### src/rtl/amrc_pkg.sv
// amrc_pkg: shared types and constants of the accel minimum repetition counter
// no dependencies; imported by amrc_core and accel_minimum_rep_counter_unit
package amrc_pkg;

  localparam int Z_WIDTH         = 16;
  localparam int COUNT_WIDTH     = 32;
  localparam int CFG_TIME_WIDTH  = 32;
  localparam int THR_WIDTH       = 16;
  localparam int CFG_INDEX_WIDTH = 8;
  localparam int CFG_DATA_WIDTH  = 32;
  localparam int WIN_DEPTH       = 3;

  // configuration register indexes
  localparam logic [CFG_INDEX_WIDTH-1:0] REG_MINIMA_WINDOW     = 8'd0;
  localparam logic [CFG_INDEX_WIDTH-1:0] REG_MIN_CYCLE         = 8'd1;
  localparam logic [CFG_INDEX_WIDTH-1:0] REG_REBOUND_THRESHOLD = 8'd2;

  // configuration reset values
  localparam logic [CFG_TIME_WIDTH-1:0] MINIMA_WINDOW_RESET     = 32'd1200000;
  localparam logic [CFG_TIME_WIDTH-1:0] MIN_CYCLE_RESET         = 32'd1000000;
  localparam logic [THR_WIDTH-1:0]      REBOUND_THRESHOLD_RESET = 16'd4500;

  // window fill levels
  localparam logic [1:0] FILL_EMPTY = 2'd0;
  localparam logic [1:0] FILL_ONE   = 2'd1;
  localparam logic [1:0] FILL_TWO   = 2'd2;
  localparam logic [1:0] FILL_FULL  = 2'd3;

  typedef struct packed {
    logic [CFG_TIME_WIDTH-1:0] minima_window_us;
    logic [CFG_TIME_WIDTH-1:0] min_cycle_us;
    logic [THR_WIDTH-1:0]      rebound_threshold;
  } cfg_t;

endpackage

### src/rtl/amrc_skid.sv
// amrc_skid: two-entry output buffer with registered valid/ready on both sides
// generic over payload width; no package dependency
module amrc_skid #(
  parameter int WIDTH = 97
) (
  input  logic             clk,
  input  logic             rst,
  input  logic             in_valid,
  output logic             in_ready,
  input  logic [WIDTH-1:0] in_data,
  output logic             out_valid,
  input  logic             out_ready,
  output logic [WIDTH-1:0] out_data
);

  logic             skid_valid;
  logic [WIDTH-1:0] skid_data;
  logic             in_fire;

  assign in_ready = !skid_valid;
  assign in_fire  = in_valid && in_ready;

  // control: main stage refills from skid first, else from input
  always_ff @(posedge clk) begin
    if (rst) begin
      out_valid  <= 1'b0;
      skid_valid <= 1'b0;
    end else if (out_ready || !out_valid) begin
      if (skid_valid) begin
        out_valid  <= 1'b1;
        skid_valid <= 1'b0;
      end else begin
        out_valid <= in_fire;
      end
    end else if (in_fire) begin
      skid_valid <= 1'b1;
    end
  end

  // payload
  always_ff @(posedge clk) begin
    if (out_ready || !out_valid) begin
      if (skid_valid) begin
        out_data <= skid_data;
      end else if (in_fire) begin
        out_data <= in_data;
      end
    end else if (in_fire) begin
      skid_data <= in_data;
    end
  end

  // skid entry only fills behind a held main entry
  a_skid_behind_main: assert property (@(posedge clk) disable iff (rst)
    skid_valid |-> out_valid)
    else $error("skid entry valid without main entry");

  // a stalled, full buffer takes no item
  a_full_blocks: assert property (@(posedge clk) disable iff (rst)
    (skid_valid && !out_ready) |=> !$past(in_fire) && skid_valid)
    else $error("item taken while buffer full");

  // a stalled main entry keeps its data
  a_main_holds: assert property (@(posedge clk) disable iff (rst)
    (out_valid && !out_ready) |=> out_valid && $stable(out_data))
    else $error("stalled result changed");

endmodule

### src/rtl/amrc_core.sv
// amrc_core: sample window, candidate minimum tracking and repetition decision
// depends on amrc_pkg; state advances on each accepted item, result is combinational
module amrc_core #(
  parameter int TIME_WIDTH = 48
) (
  input  logic                                 clk,
  input  logic                                 rst,
  input  amrc_pkg::cfg_t                       cfg,
  input  logic                                 fire,
  input  logic [TIME_WIDTH-1:0]                timestamp_us,
  input  logic signed [amrc_pkg::Z_WIDTH-1:0]  accel_z,
  output logic                                 res_counted,
  output logic [amrc_pkg::COUNT_WIDTH-1:0]     res_rep_count,
  output logic [TIME_WIDTH-1:0]                res_cycle_time,
  output logic signed [amrc_pkg::Z_WIDTH-1:0]  res_min_z
);
  import amrc_pkg::*;

  // state
  logic [TIME_WIDTH-1:0]     win_time [WIN_DEPTH];
  logic signed [Z_WIDTH-1:0] win_z    [WIN_DEPTH];
  logic [1:0]                fill_level;
  logic                      has_candidate;
  logic [TIME_WIDTH-1:0]     candidate_time;
  logic signed [Z_WIDTH-1:0] candidate_z;
  logic signed [Z_WIDTH-1:0] peak_z;
  logic                      has_reference;
  logic [TIME_WIDTH-1:0]     reference_time;
  logic [COUNT_WIDTH-1:0]    total_reps;

  // next values
  logic [TIME_WIDTH-1:0]     win_time_next [WIN_DEPTH];
  logic signed [Z_WIDTH-1:0] win_z_next    [WIN_DEPTH];
  logic [1:0]                fill_level_next;
  logic                      has_candidate_next;
  logic [TIME_WIDTH-1:0]     candidate_time_next;
  logic signed [Z_WIDTH-1:0] candidate_z_next;
  logic signed [Z_WIDTH-1:0] peak_z_next;
  logic                      has_reference_next;
  logic [TIME_WIDTH-1:0]     reference_time_next;
  logic [COUNT_WIDTH-1:0]    total_reps_next;

  logic signed [Z_WIDTH-1:0] peak_raised;
  logic                      is_min;
  logic [TIME_WIDTH-1:0]     mid_time;
  logic signed [Z_WIDTH-1:0] mid_z;
  logic [TIME_WIDTH-1:0]     gap_candidate;
  logic                      in_window;
  logic signed [Z_WIDTH:0]   rise;
  logic                      weak_rise;
  logic [TIME_WIDTH-1:0]     cycle;
  logic                      long_cycle;
  logic [COUNT_WIDTH-1:0]    reps_inc;
  logic                      hit;

  // peak follows every sample while a candidate is held
  assign peak_raised = (has_candidate && (accel_z > peak_z)) ? accel_z : peak_z;

  // window fill then shift
  always_comb begin
    win_time_next = win_time;
    win_z_next    = win_z;
    unique case (fill_level)
      FILL_EMPTY: begin
        win_time_next[0] = timestamp_us;
        win_z_next[0]    = accel_z;
      end
      FILL_ONE: begin
        win_time_next[1] = timestamp_us;
        win_z_next[1]    = accel_z;
      end
      FILL_TWO: begin
        win_time_next[2] = timestamp_us;
        win_z_next[2]    = accel_z;
      end
      FILL_FULL: begin
        win_time_next[0] = win_time[1];
        win_z_next[0]    = win_z[1];
        win_time_next[1] = win_time[2];
        win_z_next[1]    = win_z[2];
        win_time_next[2] = timestamp_us;
        win_z_next[2]    = accel_z;
      end
    endcase
  end

  assign fill_level_next = (fill_level == FILL_FULL) ? FILL_FULL : fill_level + 2'd1;

  // local minimum test on the shifted window
  assign mid_time = win_time_next[1];
  assign mid_z    = win_z_next[1];
  assign is_min   = fill_level[1] && (mid_z <= win_z_next[0]) && (mid_z <= win_z_next[2]);

  // time gaps wrap at the time width
  assign gap_candidate = mid_time - candidate_time;
  assign in_window     = gap_candidate <= TIME_WIDTH'(cfg.minima_window_us);
  assign cycle         = candidate_time - reference_time;
  assign long_cycle    = cycle >= TIME_WIDTH'(cfg.min_cycle_us);

  // rebound of the peak above the candidate
  assign rise      = {peak_raised[Z_WIDTH-1], peak_raised}
                   - {candidate_z[Z_WIDTH-1], candidate_z};
  assign weak_rise = rise < $signed({1'b0, cfg.rebound_threshold});

  assign reps_inc = total_reps + COUNT_WIDTH'(1);

  // candidate handling
  always_comb begin
    has_candidate_next  = has_candidate;
    candidate_time_next = candidate_time;
    candidate_z_next    = candidate_z;
    peak_z_next         = peak_raised;
    has_reference_next  = has_reference;
    reference_time_next = reference_time;
    total_reps_next     = total_reps;
    hit                 = 1'b0;
    if (is_min) begin
      priority if (!has_candidate) begin
        has_candidate_next  = 1'b1;
        candidate_time_next = mid_time;
        candidate_z_next    = mid_z;
        peak_z_next         = mid_z;
      end else if (in_window) begin
        // deeper minimum replaces the candidate, peak kept
        if (mid_z < candidate_z) begin
          candidate_time_next = mid_time;
          candidate_z_next    = mid_z;
        end
      end else if (weak_rise) begin
        candidate_time_next = mid_time;
        candidate_z_next    = mid_z;
        peak_z_next         = mid_z;
      end else begin
        // closed candidate: count against the reference or set it
        if (has_reference) begin
          if (long_cycle) begin
            hit             = 1'b1;
            total_reps_next = reps_inc;
          end
        end else begin
          has_reference_next = 1'b1;
        end
        reference_time_next = candidate_time;
        candidate_time_next = mid_time;
        candidate_z_next    = mid_z;
        peak_z_next         = mid_z;
      end
    end
  end

  // result fields, zero when not counted
  assign res_counted    = hit;
  assign res_rep_count  = hit ? reps_inc : '0;
  assign res_cycle_time = hit ? cycle : '0;
  assign res_min_z      = hit ? candidate_z : '0;

  // control state
  always_ff @(posedge clk) begin
    if (rst) begin
      fill_level    <= FILL_EMPTY;
      has_candidate <= 1'b0;
      has_reference <= 1'b0;
      total_reps    <= '0;
    end else if (fire) begin
      fill_level    <= fill_level_next;
      has_candidate <= has_candidate_next;
      has_reference <= has_reference_next;
      total_reps    <= total_reps_next;
    end
  end

  // payload state
  always_ff @(posedge clk) begin
    if (fire) begin
      win_time       <= win_time_next;
      win_z          <= win_z_next;
      candidate_time <= candidate_time_next;
      candidate_z    <= candidate_z_next;
      peak_z         <= peak_z_next;
      reference_time <= reference_time_next;
    end
  end

  // a reference only exists after a candidate
  a_ref_needs_cand: assert property (@(posedge clk) disable iff (rst)
    has_reference |-> has_candidate)
    else $error("reference without candidate");

  // candidates only appear once the window is full
  a_cand_needs_full: assert property (@(posedge clk) disable iff (rst)
    has_candidate |-> (fill_level == FILL_FULL))
    else $error("candidate before window full");

  // a counted item advances the total by exactly one
  a_count_step: assert property (@(posedge clk) disable iff (rst)
    (fire && res_counted) |=> (total_reps == $past(total_reps) + COUNT_WIDTH'(1)))
    else $error("repetition total out of step");

  // counting needs an existing reference
  a_count_needs_ref: assert property (@(posedge clk) disable iff (rst)
    res_counted |-> has_reference)
    else $error("count without reference");

endmodule

### src/rtl/accel_minimum_rep_counter_unit.sv
// accel_minimum_rep_counter_unit: top level, configuration registers and output buffer
// depends on amrc_pkg, amrc_core and amrc_skid
//
// Counts up-down repetitions in timestamped vertical acceleration samples.
// Input channel (in_valid/in_ready): timestamp_us and accel_z, one sample per
// item. Output channel (out_valid/out_ready): exactly one result item per
// input item with counted, rep_count, cycle_time_us and min_z; all fields
// but counted are zero when counted is low.
// Configuration channel (cfg_valid/cfg_ready): cfg_index selects the minima
// window, the least cycle time or the rebound threshold; other indexes are
// ignored. cfg_ready is always high; write only while no item is in flight.
// Each result is registered in the output buffer. Throughput is one item per
// cycle while the buffer has room, set by the combinational window and
// candidate update in amrc_core. A two-entry output buffer keeps accepting while
// one result waits; with both entries held by a stalled receiver, in_ready drops.
// Reset (rst, synchronous) empties the window, drops the candidate and the
// reference, clears the total and loads the register defaults.
module accel_minimum_rep_counter_unit #(
  parameter int TIME_WIDTH = 48
) (
  input  logic                                     clk,
  input  logic                                     rst,
  input  logic                                     in_valid,
  output logic                                     in_ready,
  input  logic [TIME_WIDTH-1:0]                    timestamp_us,
  input  logic signed [amrc_pkg::Z_WIDTH-1:0]      accel_z,
  output logic                                     out_valid,
  input  logic                                     out_ready,
  output logic                                     counted,
  output logic [amrc_pkg::COUNT_WIDTH-1:0]         rep_count,
  output logic [TIME_WIDTH-1:0]                    cycle_time_us,
  output logic signed [amrc_pkg::Z_WIDTH-1:0]      min_z,
  input  logic                                     cfg_valid,
  output logic                                     cfg_ready,
  input  logic [amrc_pkg::CFG_INDEX_WIDTH-1:0]     cfg_index,
  input  logic [amrc_pkg::CFG_DATA_WIDTH-1:0]      cfg_data
);
  import amrc_pkg::*;

  localparam int RES_WIDTH = 1 + COUNT_WIDTH + TIME_WIDTH + Z_WIDTH;

  cfg_t                      cfg;
  logic                      fire;
  logic                      res_counted;
  logic [COUNT_WIDTH-1:0]    res_rep_count;
  logic [TIME_WIDTH-1:0]     res_cycle_time;
  logic signed [Z_WIDTH-1:0] res_min_z;
  logic [RES_WIDTH-1:0]      res_data;
  logic [RES_WIDTH-1:0]      out_data;

  assign cfg_ready = 1'b1;
  assign fire      = in_valid && in_ready;

  // configuration registers
  always_ff @(posedge clk) begin
    if (rst) begin
      cfg.minima_window_us  <= MINIMA_WINDOW_RESET;
      cfg.min_cycle_us      <= MIN_CYCLE_RESET;
      cfg.rebound_threshold <= REBOUND_THRESHOLD_RESET;
    end else if (cfg_valid && cfg_ready) begin
      unique case (cfg_index)
        REG_MINIMA_WINDOW:     cfg.minima_window_us  <= cfg_data;
        REG_MIN_CYCLE:         cfg.min_cycle_us      <= cfg_data;
        REG_REBOUND_THRESHOLD: cfg.rebound_threshold <= cfg_data[THR_WIDTH-1:0];
        default: ;
      endcase
    end
  end

  // window, candidate and count logic
  amrc_core #(
    .TIME_WIDTH(TIME_WIDTH)
  ) u_core (
    .clk           (clk),
    .rst           (rst),
    .cfg           (cfg),
    .fire          (fire),
    .timestamp_us  (timestamp_us),
    .accel_z       (accel_z),
    .res_counted   (res_counted),
    .res_rep_count (res_rep_count),
    .res_cycle_time(res_cycle_time),
    .res_min_z     (res_min_z)
  );

  assign res_data = {res_counted, res_rep_count, res_cycle_time, res_min_z};

  // result buffer
  amrc_skid #(
    .WIDTH(RES_WIDTH)
  ) u_skid (
    .clk      (clk),
    .rst      (rst),
    .in_valid (in_valid),
    .in_ready (in_ready),
    .in_data  (res_data),
    .out_valid(out_valid),
    .out_ready(out_ready),
    .out_data (out_data)
  );

  assign {counted, rep_count, cycle_time_us, min_z} = out_data;

endmodule

### config.mk
export PLATFORM = sky130hd
export DESIGN_NAME = accel_minimum_rep_counter_unit
export DESIGN_NICKNAME = d
export VERILOG_FILES = /design/src/rtl/amrc_pkg.sv /design/src/rtl/amrc_skid.sv /design/src/rtl/amrc_core.sv /design/src/rtl/accel_minimum_rep_counter_unit.sv
export SDC_FILE = /design/constraint.sdc
export NUM_CORES = 1
export LEC_CHECK = 0
export ABC_CLOCK_PERIOD_IN_PS = 16550
export BUFFER_PORTS_ARGS = -buffer_cell sky130_fd_sc_hd__buf_2
export CAP_MARGIN = 20
export CELL_PAD_IN_SITES_DETAIL_PLACEMENT = 1
export CELL_PAD_IN_SITES_GLOBAL_PLACEMENT = 1
export CORE_MARGIN = 4
export CORE_UTILIZATION = 50
export DETAILED_ROUTE_END_ITERATION = 7
export PLACE_DENSITY_LB_ADDON = 0.1
export SYNTH_ARGS = -nofsm -noshare
export SYNTH_HDL_FRONTEND = slang
export SYNTH_SLANG_ARGS = --single-unit
### constraint.sdc
create_clock -name clk -period 16.55 [get_ports clk]
set_clock_uncertainty 0.1 [all_clocks]
set_input_delay 3.31 -clock clk [delete_from_list [all_inputs] [get_ports clk]]
set_output_delay 3.31 -clock clk [all_outputs]
set_load 0.05 [all_outputs]
# After elaboration in Yosys (flattened, before gate mapping)
# Cells that the tools add are included.
# totals
reg_bits,584
inputBits,109
out_inout_bits,100
wordCells,90
# classes
addsub,5
order_cmp,7
eq_ne,6
mux,27
n_bitwise,3
reduce_logical,22
# ops
operator,count
$mux W97,2
$mux W48,4
$mux W16,9
$pmux W48 S2,1
$sub A48 B48 Y48,2
$pmux W16 S2,2
$ge A48 B32 Y1,1
$le A48 B32 Y1,1
$add A32 B1 Y32 const B,1
$le A16 B16 Y1,2
$mux W32,1
$lt A17 B17 Y1,1
$sub A16 B16 Y17,1
$gt A16 B16 Y1,1
$lt A16 B16 Y1,1
$reduce_and A2 Y1,7
$eq A8 B1 Y1 const B,1
$eq A8 B2 Y1 const B,1
$logic_not A8 Y1,1
$mux W1,7
$reduce_and A7 Y1,1
$reduce_and A5 Y1,1
$eq A2 B2 Y1 const B,2
$logic_and A1 B1 Y1,4
other kinds (11),15

# Depth between registers and ports, before layout
# Gate-level depths: netlist of run 1.
# depth
depth_word,12
mapped_depth,41
ltp_nobuf,36

# By module
# A second synthesis of run 1 with hierarchy kept.
# hier_totals
cells_unflattened,3223
area_unflattened_um2,34416.8
# modules_own_cells
mod,instances,cells_per_inst,area_per_inst_um2,seq_area_each_um2
amrc_core,1,2591,23527.6,8888.5
amrc_skid,1,311,7518.5,5865.6
accel_minimum_rep_counter_unit,1,321,3370.7,1601.5

# Worst setup path before layout of run 1
# No wires, ideal clock.
# synth_path
path_type,input to register
start,in accel_z[5] (netlist bit)
end,"reg u_core.reference_time[0], enable pin"
setup_time_ns,0.455
arrival_time_ns,10.601
t_required_ns,15.995
setup_slack_ns,5.394
stages,33
path_cell_list,ha_1 a21o_1 a21o_1 a21oi_1 o21ai_0 a21oi_1 nand2_1 a21oi_1 a31o_2 clkbuf_1 buf_1 mux2i_1 ha_1 inv_1 fa_1 a21o_1 a21oi_1 o21ai_0 a31oi_1 o21bai_1 a21oi_1 xnor2_1 ha_1 a21o_1 a21oi_1 nor2b_1 o21ai_0 nand2b_1 a211oi_1 a32o_1 nor3_1 nand3_1 nor2_1
# synth_between
elab_chain_len,7
elab_cells_between_ends,14
classes_between,1 x add/sub; 4 x order compare; 4 x mux; 1 x bitwise; 4 x reduce/logical
# synth_rtl
item,line_no,source
start: declaration,accel_minimum_rep_counter_unit.sv:26,"input logic signed [amrc_pkg::Z_WIDTH-1:0] accel_z,"
$gt A16 B16 Y1,amrc_core.sv:57,assign peak_raised = (has_candidate && (accel_z > peak_z)) ? accel_z : peak_z;
$logic_and A1 B1 Y1,amrc_core.sv:57,
$mux W16,amrc_core.sv:57,
$sub A16 B16 Y17,amrc_core.sv:102,"- {candidate_z[Z_WIDTH-1], candidate_z};"
$lt A17 B17 Y1,amrc_core.sv:103,"assign weak_rise = rise < $signed({1'b0, cfg.rebound_threshold});"
$not A1 Y1 (no source line),n/a,
$reduce_and A5 Y1 (no source line) *,n/a,
end signal: assignment,amrc_core.sv:180,reference_time <= reference_time_next;
end: declaration,amrc_core.sv:28,logic [TIME_WIDTH-1:0] reference_time;
# Every way passes the cells marked *; elsewhere a longest branch is shown, timed or not.
# A chain may end at the register's enable or synchronous reset.

# Worst setup path in the final report of run 1
# layout_path
start,in accel_z[5] (netlist bit)
end,"reg u_skid.out_data[42], data pin"
# layout_between
elab_chain_len,12
elab_cells_between_ends,19
classes_between,1 x add/sub; 4 x order compare; 11 x mux; 3 x reduce/logical
# layout_rtl
item,line_no,source
$gt A16 B16 Y1,amrc_core.sv:57,
$logic_and A1 B1 Y1,amrc_core.sv:57,
$mux W16,amrc_core.sv:57,
$sub A16 B16 Y17,amrc_core.sv:102,
$lt A17 B17 Y1,amrc_core.sv:103,
$mux W1,amrc_core.sv:129,end else if (weak_rise) begin
$mux W1,amrc_core.sv:123,end else if (in_window) begin
$mux W1,amrc_core.sv:118,priority if (!has_candidate) begin
$mux W1 *,amrc_core.sv:117,if (is_min) begin
$mux W48 *,amrc_core.sv:154,assign res_cycle_time = hit ? cycle : '0;
$mux W97 *,amrc_skid.sv:45,end else if (in_fire) begin
$mux W97 *,amrc_skid.sv:43,if (skid_valid) begin
end signal: assignment,amrc_skid.sv:44,out_data <= skid_data;
end signal: assignment,amrc_skid.sv:46,out_data <= in_data;
end: declaration,amrc_skid.sv:13,output logic [WIDTH-1:0] out_data
# Every way passes the cells marked *; elsewhere a longest branch is shown, timed or not. The select of a mux whose other input is x is not followed.

==> results_dict.tcl, run 1 <==
set metrics [dict create \
    setup_viol 0 \
    combPwrFrac 0.194 \
    clkSinkCount 584 \
    min_to "cfg[29]" \
    synthFlopType "edfxtp_1" \
    synth_fp_nets 3711 \
    path_clk_slew_ns 0.06 \
    synth_edf_count 466 \
    cts_resized 0 \
    tightest_slew_ns 1.10 \
    hold_path_depth 2 \
    finalMaxSlewViolations 0 \
    start_kind "primary input" \
    drive_gt1_frac 0.112 \
    nNetsFinal 3855 \
    power_frac_seq 0.431 \
    first_global_vias 27625 \
    grt_max_degree 108 \
    root_buffer "clkbuf_16" \
    min_path_type "flip-flop to flip-flop" \
    post_drt_wl_per_cell_um 23.4 \
    leakage_nw 14.7 \
    wl_mm 103 \
    peakVddDrop_v 0.0000877 \
    max_freq_mhz 90.0 \
    cp_max_fo 106 \
    drtPass1Iterations 5 \
    yosysWarnings 0 \
    async_flop_share 0 \
    tns_ns 0 \
    worstPathArrival_ns 11.33 \
    start_util 0.504 \
    drtAntennaViolNets 0 \
    slew_headroom 0.264 \
    fp.dieH_um 265 \
    powerDensity_nw_per_um2 106 \
    p_clk_frac 0.375 \
    layout_commonest_cell "nand2_1" \
    worstReg2RegStart "u_core.fill_level[1]" \
    synth_cell_types 80 \
    n_fill_cell 7308 \
    grt_pass1_wl_mm 160 \
    numCtsBuffers 67 \
    synth.avg_cell_area_sq_um 9.91 \
    cts_tree "built" \
    reg2reg_depth 28 \
    worst_r2r_endpoint "u_skid.out_data[42]" \
    synth_area_sq_um 33100 \
    grt.overflow.total 0 \
    die-width_um 265 \
    p_sw_frac 0.298 \
    io_pins 209 \
    cts_max_path_buffers 3 \
    die-area_sq_um 70400 \
    core_area_sq_um 65700 \
    place.gp.congestion 0.917 \
    cp-end-kind "flip-flop" \
    synth_seq_cells 584 \
    synth.top_cells.by_area "edfxtp_1 (42%), ha_1 (9.7%), dfxtp_1 (7.1%)" \
    post-route-period-util 0.671 \
    status "complete, no violations" \
    hold_viol 0 \
    dp_cells 4281 \
    clk_latency_ns 0.62 \
    drv_cap 0 \
    final_cell_mix "nand2_1 (502), edfxtp_1 (466), inv_1 (307)" \
    syn_inst 3342 \
    crit_required_ns 16.77 \
    postCtsSetupBuffers 0 \
    period_minus_slack_ns 11.11 \
    cpMostUsedCell "o21ai_0" \
    reg2reg_slack_ns 6.73 \
    hpwl_mm 76.0 \
    io_buffers 207 \
    area_growth_pct 11.7 \
    slowest_delay_ns 0.92 \
    rsz0062_at_grt "no" \
    drc 0 \
    p_int_mw 2.76 \
    rows 94 \
    htreeDepth 3 \
    criticalPathCategory "primary input to flip-flop" \
    yosys.area.top_type_share 0.423 \
    drt-initial-drc-count 2032 \
    avgViaCountPerCell 6.02 \
    grt_util_all_layers 0.287 \
    hold_start "cfg[29]" \
    antenna_found_initial 4 \
    critPathSlowestCell "buf_4" \
    ys_seq_area_frac 0.494 \
    synth_area_leader_cell "edfxtp_1" \
    layout.cells.non_filler 4406 \
    postCtsHoldBufs 0 \
    switching_power_mw 1.17 \
    via_count 26513 \
]
critical path: cells and delay by family:
family	cells	cell delay (ns)
AO/OA/AOI/OAI	21	4.10
multiplexers	1	0.44
adder cells (fa/ha/maj)	3	0.88
AND/OR/NAND/NOR	6	1.22
buffers and inverters	2	1.07
XOR/XNOR	1	0.16
power groups by stage:
stage               Clock, mW  Sequential (mW)  Combinational, mW
floorplan                   0             1.76              0.469
global placement            0             1.72              0.721
detailed placement          0             1.72              0.748
CTS                      1.50             1.69              0.756
global route             1.57             1.70              0.838
finish                   1.47             1.69              0.762
cells by family after synthesis:
family          share of synthesized area
compound gates                      0.162
xor+xnor                           0.0325
fa+ha+maj                          0.0989
buf+inv                            0.0546
flops                               0.494
mux                                0.0177
other cells                      0.000113
simple gates                        0.140
synth_stat cells (27+ instances only):
cell and n:
or4_1 32, ha_1 257, nand3_1 43, mux2_2 36
nand2_1 503, buf_2 32, nor3_1 37, o31ai_1 131
a22oi_1 81, clkbuf_1 103, a21oi_1 258, dfxtp_1 118
o21a_1 27, o21ai_0 125, inv_1 308, a21o_1 50
xnor2_1 70, nor2_1 222, xor2_1 53, nand4_1 63
edfxtp_1 466
worst max path at each step:
stage,startpoint,end,slack [ns],cells after the start
floorplan,accel_z[5],u_core.reference_time[0],5.39,33
global placement,accel_z[9],u_skid.out_data[52],5.15,34
detailed placement,accel_z[9],u_skid.out_data[74],4.90,34
CTS,accel_z[5],u_skid.out_data[72],5.50,34
global route,accel_z[5],u_skid.out_data[42],4.59,34
finish,accel_z[5],u_skid.out_data[42],5.44,34
stage by stage:
step / instance area [sq um] / total power [mW] / setup slack (ns) / hold WS (ns) / utilization
final: 37000 / 3.93 / 5.44 / 0.354 / 0.563
after global routing: 37000 / 4.10 / 4.59 / 0.374 / 0.563
after CTS: 37000 / 3.95 / 5.50 / 0.357 / 0.563
after detailed placement: 34800 / 2.47 / 4.90 / 0.350 / 0.530
after global placement: 34800 / 2.44 / 5.15 / 0.341 / 0.529
after floorplan: 33100 / 2.23 / 5.39 / 0.332 / -
flip-flops by register name, indices dropped and copies added, names as in the netlist:
name / count
u_core.win_z: 48
u_skid.skid_data: 97
u_core.has_candidate: 1
u_core.peak_z: 16
u_core.candidate_time: 48
u_core.candidate_z: 16
cfg: 80
u_core.win_time: 96
u_skid.out_valid: 1
u_core.has_reference: 1
u_core.fill_level: 2
u_core.reference_time: 48
u_skid.skid_valid: 1
u_skid.out_data: 97
u_core.total_reps: 32
layer usage:
| layer | global-route usage | routed length, um | vias up |
|---|---|---|---|
| met5 | 0 | 0 | - |
| met4 | 0.0598 | 1730 | 0 |
| met3 | 0.0360 | 5810 | 115 |
| met2 | 0.461 | 47200 | 698 |
| met1 | 0.422 | 48500 | 13338 |
| li1 | - | - | 12362 |
layout make-up:
| cell class | count | area, sq um | share of cell area |
|---|---|---|---|
| diodes | 1 | 2.50 | 0.0000676 |
| multi-input cells | 2298 | 15000 | 0.406 |
| flip-flops and latches | 584 | 16400 | 0.442 |
| clock inverters | 29 | 284 | 0.00768 |
| clock buffers | 95 | 1880 | 0.0509 |
| well taps | 864 | 1080 | 0.0292 |
| inverters | 308 | 1160 | 0.0313 |
| repair buffers | 227 | 1210 | 0.0327 |
(Power assumes the default switching activity.)
==> run 2: changes to the inputs <==
Settings changed: ABC_CLOCK_PERIOD_IN_PS 16550 to 11000, CORE_UTILIZATION 50 to 49.
Clock period 16.55 ns to 11 ns, I/O delays scaled along.
==> results_dict.tcl, run 2 (synthesized netlist as in run 1, its figures left out) <==
set metrics [dict create \
    first_global_vias 27324 \
    path_clk_slew_ns 0.06 \
    crit_required_ns 11.45 \
    layout_commonest_cell "nand2_1" \
    final_cell_mix "nand2_1 (502), edfxtp_1 (466), inv_1 (307)" \
    post_drt_wl_per_cell_um 22.4 \
    status "complete, no violations" \
    worstReg2RegStart "u_core.candidate_time[18]" \
    avgViaCountPerCell 5.92 \
    critPathSlowestCell "a31o_2" \
    cts_tree "built" \
    grt_max_degree 102 \
    numCtsBuffers 67 \
    postCtsSetupBuffers 0 \
    tightest_slew_ns 1.10 \
    antenna_found_initial 5 \
    root_buffer "clkbuf_16" \
    grt_pass1_wl_mm 154 \
    criticalPathCategory "primary input to flip-flop" \
    drtAntennaViolNets 0 \
    leakage_nw 14.7 \
    die-area_sq_um 71800 \
    peakVddDrop_v 0.000125 \
    io_pins 209 \
    place.gp.congestion 0.922 \
    period_minus_slack_ns 9.58 \
    worst_hold_slack_ns 0.354 \
    hpwl_mm 74.1 \
    post-route-util 0.553 \
    area_growth_pct 11.9 \
    tns_ns 0 \
    drv_cap 0 \
    cp-endpoint "u_core.total_reps[11]" \
    start_kind "primary input" \
    setup_viol 0 \
    clkSinkCount 584 \
    cp_max_fo 61 \
    drc 0 \
    drt-initial-drc-count 1834 \
    core_area_sq_um 67000 \
    die-width_um 268 \
    rows 95 \
    powerDensity_nw_per_um2 158 \
    clk_latency_ns 0.62 \
    io_buffers 207 \
    worst_r2r_endpoint "u_skid.out_data[52]" \
    slowest_delay_ns 0.51 \
    grt.overflow.total 0 \
    reg2reg_slack_ns 2.14 \
    nNetsFinal 3862 \
    wl_mm 99.1 \
    placed_cell_area_sq_um 34900 \
    via_count 26158 \
    fin_area_sq_um 37100 \
    cts_max_path_buffers 3 \
    start_util 0.494 \
    worstPathArrival_ns 10.03 \
    slew_headroom 0.264 \
    finalPower_mw 5.86 \
    crit_path_start "accel_z[1]" \
    reg2reg_depth 24 \
    n_fill_cell 7452 \
    reg_top3 "u_skid.out_data: 97 flops, u_skid.skid_data: 97 flops, u_core.win_time: 96 flops" \
    post-route-period-util 0.871 \
    drive_gt1_frac 0.114 \
    max_freq_mhz 104 \
    grt_util_all_layers 0.272 \
    cts_resized 0 \
    htreeDepth 3 \
    cp-end-kind "flip-flop" \
    min_path_type "flip-flop to flip-flop" \
    finalMaxSlewViolations 0 \
    rsz0062_at_grt "no" \
    drtPass1Iterations 5 \
    fp.dieH_um 268 \
    hold_viol 0 \
    postCtsHoldBufs 0 \
]
## run 2: how the worst min path moves through the flow
stage	cells after the start	from	end	slack (ns)
5_1_grt	2	cfg[39]	cfg[39]	0.38
4_1_cts	2	cfg[77]	cfg[77]	0.36
3_5_place_dp	2	cfg[77]	cfg[77]	0.35
2_1_floorplan	2	cfg[17]	cfg[17]	0.33
6_report	2	cfg[39]	cfg[39]	0.35
3_3_place_gp	2	cfg[49]	cfg[49]	0.34
## run 2: power breakdown
part / internal, mW / switching [mW]
clock network: 1.24 / 0.947
registers: 2.50 / 0.0417
logic: 0.385 / 0.744
total: 4.13 / 1.73
## run 2: per-layer routing
metal / vias to the layer above / global-route usage / wire length (um)
met5: - / 0 / 0
met4: 0 / 0.0677 / 2320
met3: 140 / 0.0503 / 5930
met2: 623 / 0.439 / 45200
met1: 13000 / 0.383 / 45600
li1: 12395 / - / -
## run 2: layout make-up
| cell class | count | area [sq um] | area share |
|---|---|---|---|
| diodes | 1 | 2.50 | 0.0000675 |
| inverters | 308 | 1160 | 0.0313 |
| flip-flops and latches | 584 | 16400 | 0.442 |
| clock inverters | 42 | 399 | 0.0108 |
| well taps | 873 | 1090 | 0.0295 |
| clock buffers | 81 | 1750 | 0.0472 |
| multi-input cells | 2298 | 15000 | 0.406 |
| repair buffers | 234 | 1270 | 0.0342 |
## run 2: per-stage QoR
step / cells / setup slack [ns]
floorplan: 3342 / 0.954
global placement: 4297 / 1.38
global route: 4420 / 0.774
finish: 4421 / 1.42
detailed placement: 4297 / 1.12
CTS: 4420 / 1.55
## run 2: worst max-delay path: cells and delay by family
family	cells	cell delay (ns)
compound gates	19	3.87
xor+xnor	1	0.09
mux	1	0.44
buf+inv	2	0.45
simple gates	9	2.05
fa+ha+maj	3	0.90
==> run 3: changes to the inputs <==
Settings changed: CORE_ASPECT_RATIO from default to 0.8.
==> results_dict.tcl, run 3 (synthesized netlist as in run 1, its figures left out) <==
set metrics [dict create \
    die-width_um 299 \
    grt_max_degree 107 \
    placed_cell_area_sq_um 34900 \
    finalPower_mw 5.75 \
    drv_cap 0 \
    core_area_sq_um 66300 \
    postCtsSetupBuffers 0 \
    post_drt_wl_per_cell_um 22.1 \
    min_path_type "flip-flop to flip-flop" \
    setup_viol 0 \
    first_global_vias 26507 \
    worstPathArrival_ns 9.88 \
    rsz0062_at_grt "no" \
    grt_pass1_wl_mm 152 \
    place.gp.congestion 0.948 \
    reg2reg_depth 28 \
    powerDensity_nw_per_um2 156 \
    worst_r2r_endpoint "u_skid.out_data[54]" \
    reg2reg_slack_ns 2.46 \
    root_buffer "clkbuf_16" \
    grt.overflow.total 0 \
    slew_headroom 0.302 \
    cts_resized 0 \
    hpwl_mm 74.0 \
    antenna_found_initial 8 \
    status "complete, no violations" \
    postCtsHoldBufs 0 \
    leakage_nw 14.6 \
    avgViaCountPerCell 5.87 \
    clk_latency_ns 0.63 \
    cts_max_path_buffers 3 \
    cp_max_fo 61 \
    hold_viol 0 \
    multi_input_area_sq_um 15000 \
    tns_ns 0 \
    cts_tree "built" \
    htreeDepth 2 \
    io_pins 209 \
    layout_commonest_cell "nand2_1" \
    fp.dieH_um 241 \
    drtAntennaViolNets 0 \
    drt-initial-drc-count 1831 \
    path_clk_slew_ns 0.06 \
    seqCellArea_sq_um 16400 \
    critPathSlowestCell "a31o_2" \
    n_fill_cell 7402 \
    wl_mm 98.4 \
    rows 84 \
    criticalPathCategory "primary input to flip-flop" \
    max_freq_mhz 106 \
    numCtsBuffers 60 \
    cp-endpoint "u_core.total_reps[23]" \
    post-route-period-util 0.857 \
    tightest_slew_ns 1.05 \
    clkSinkCount 584 \
    cp-end-kind "flip-flop" \
    area_growth_pct 11.6 \
    peakVddDrop_v 0.000128 \
    crit_required_ns 11.45 \
    drtPass1Iterations 5 \
    die-area_sq_um 71800 \
    period_minus_slack_ns 9.43 \
    slowest_delay_ns 0.49 \
    via_count 26094 \
    reg_top3 "u_skid.out_data: 97 flops, u_skid.skid_data: 97 flops, u_core.win_time: 96 flops" \
    start_util 0.499 \
    drive_gt1_frac 0.112 \
    io_buffers 207 \
    start_kind "primary input" \
    worstReg2RegStart "u_core.fill_level[1]" \
    grt_util_all_layers 0.267 \
    finalMaxSlewViolations 0 \
    final_cell_mix "nand2_1 (502), edfxtp_1 (466), inv_1 (307)" \
    fin_area_sq_um 36900 \
    nNetsFinal 3853 \
    crit_path_start "accel_z[9]" \
    drc 0 \
]
run 3: cell type report:
cell class / instances / share of cell area
well taps: 903 / 0.0306
clock inverters: 20 / 0.00488
multi-input cells: 2298 / 0.407
diodes: 5 / 0.000339
inverters: 308 / 0.0314
flip-flops and latches: 584 / 0.443
repair buffers: 232 / 0.0339
clock buffers: 94 / 0.0494
run 3: how the worst min path moves through the flow:
stage          startpoint       to  slack (ns)  cells after the start
2_1_floorplan     cfg[17]  cfg[17]        0.33                      2
3_3_place_gp      cfg[53]  cfg[53]        0.34                      2
3_5_place_dp      cfg[27]  cfg[27]        0.35                      2
4_1_cts           cfg[27]  cfg[27]        0.36                      2
5_1_grt           cfg[37]  cfg[37]        0.37                      2
6_report          cfg[27]  cfg[27]        0.35                      2
run 3: worst max-delay path: cells and delay by family:
| kind | cells | cell delay [ns] |
|---|---|---|
| compound gates | 19 | 4.00 |
| xor+xnor | 1 | 0.14 |
| fa+ha+maj | 3 | 0.88 |
| buf+inv | 2 | 0.43 |
| mux | 1 | 0.44 |
| simple gates | 8 | 1.75 |
run 3: power by group:
part,internal [mW],switching [mW]
combinational,0.386,0.749
sequential,2.50,0.0406
clock,1.19,0.883
total,4.08,1.67
run 3: per-stage QoR:
stage | cells | setup WS, ns | utilization | hold slack [ns]
floorplan | 3342 | 0.954 | - | 0.332
global placement | 4325 | 1.56 | 0.527 | 0.340
detailed placement | 4325 | 1.16 | 0.527 | 0.349
CTS | 4439 | 1.78 | 0.557 | 0.355
global route | 4443 | 1.14 | 0.557 | 0.367
finish | 4444 | 1.57 | 0.557 | 0.352
run 3: routing by layer:
metal / share of wire / track usage
met1: 0.48 / 0.400
met2: 0.43 / 0.411
met3: 0.071 / 0.0490
met4: 0.016 / 0.0519
met5: 0 / 0
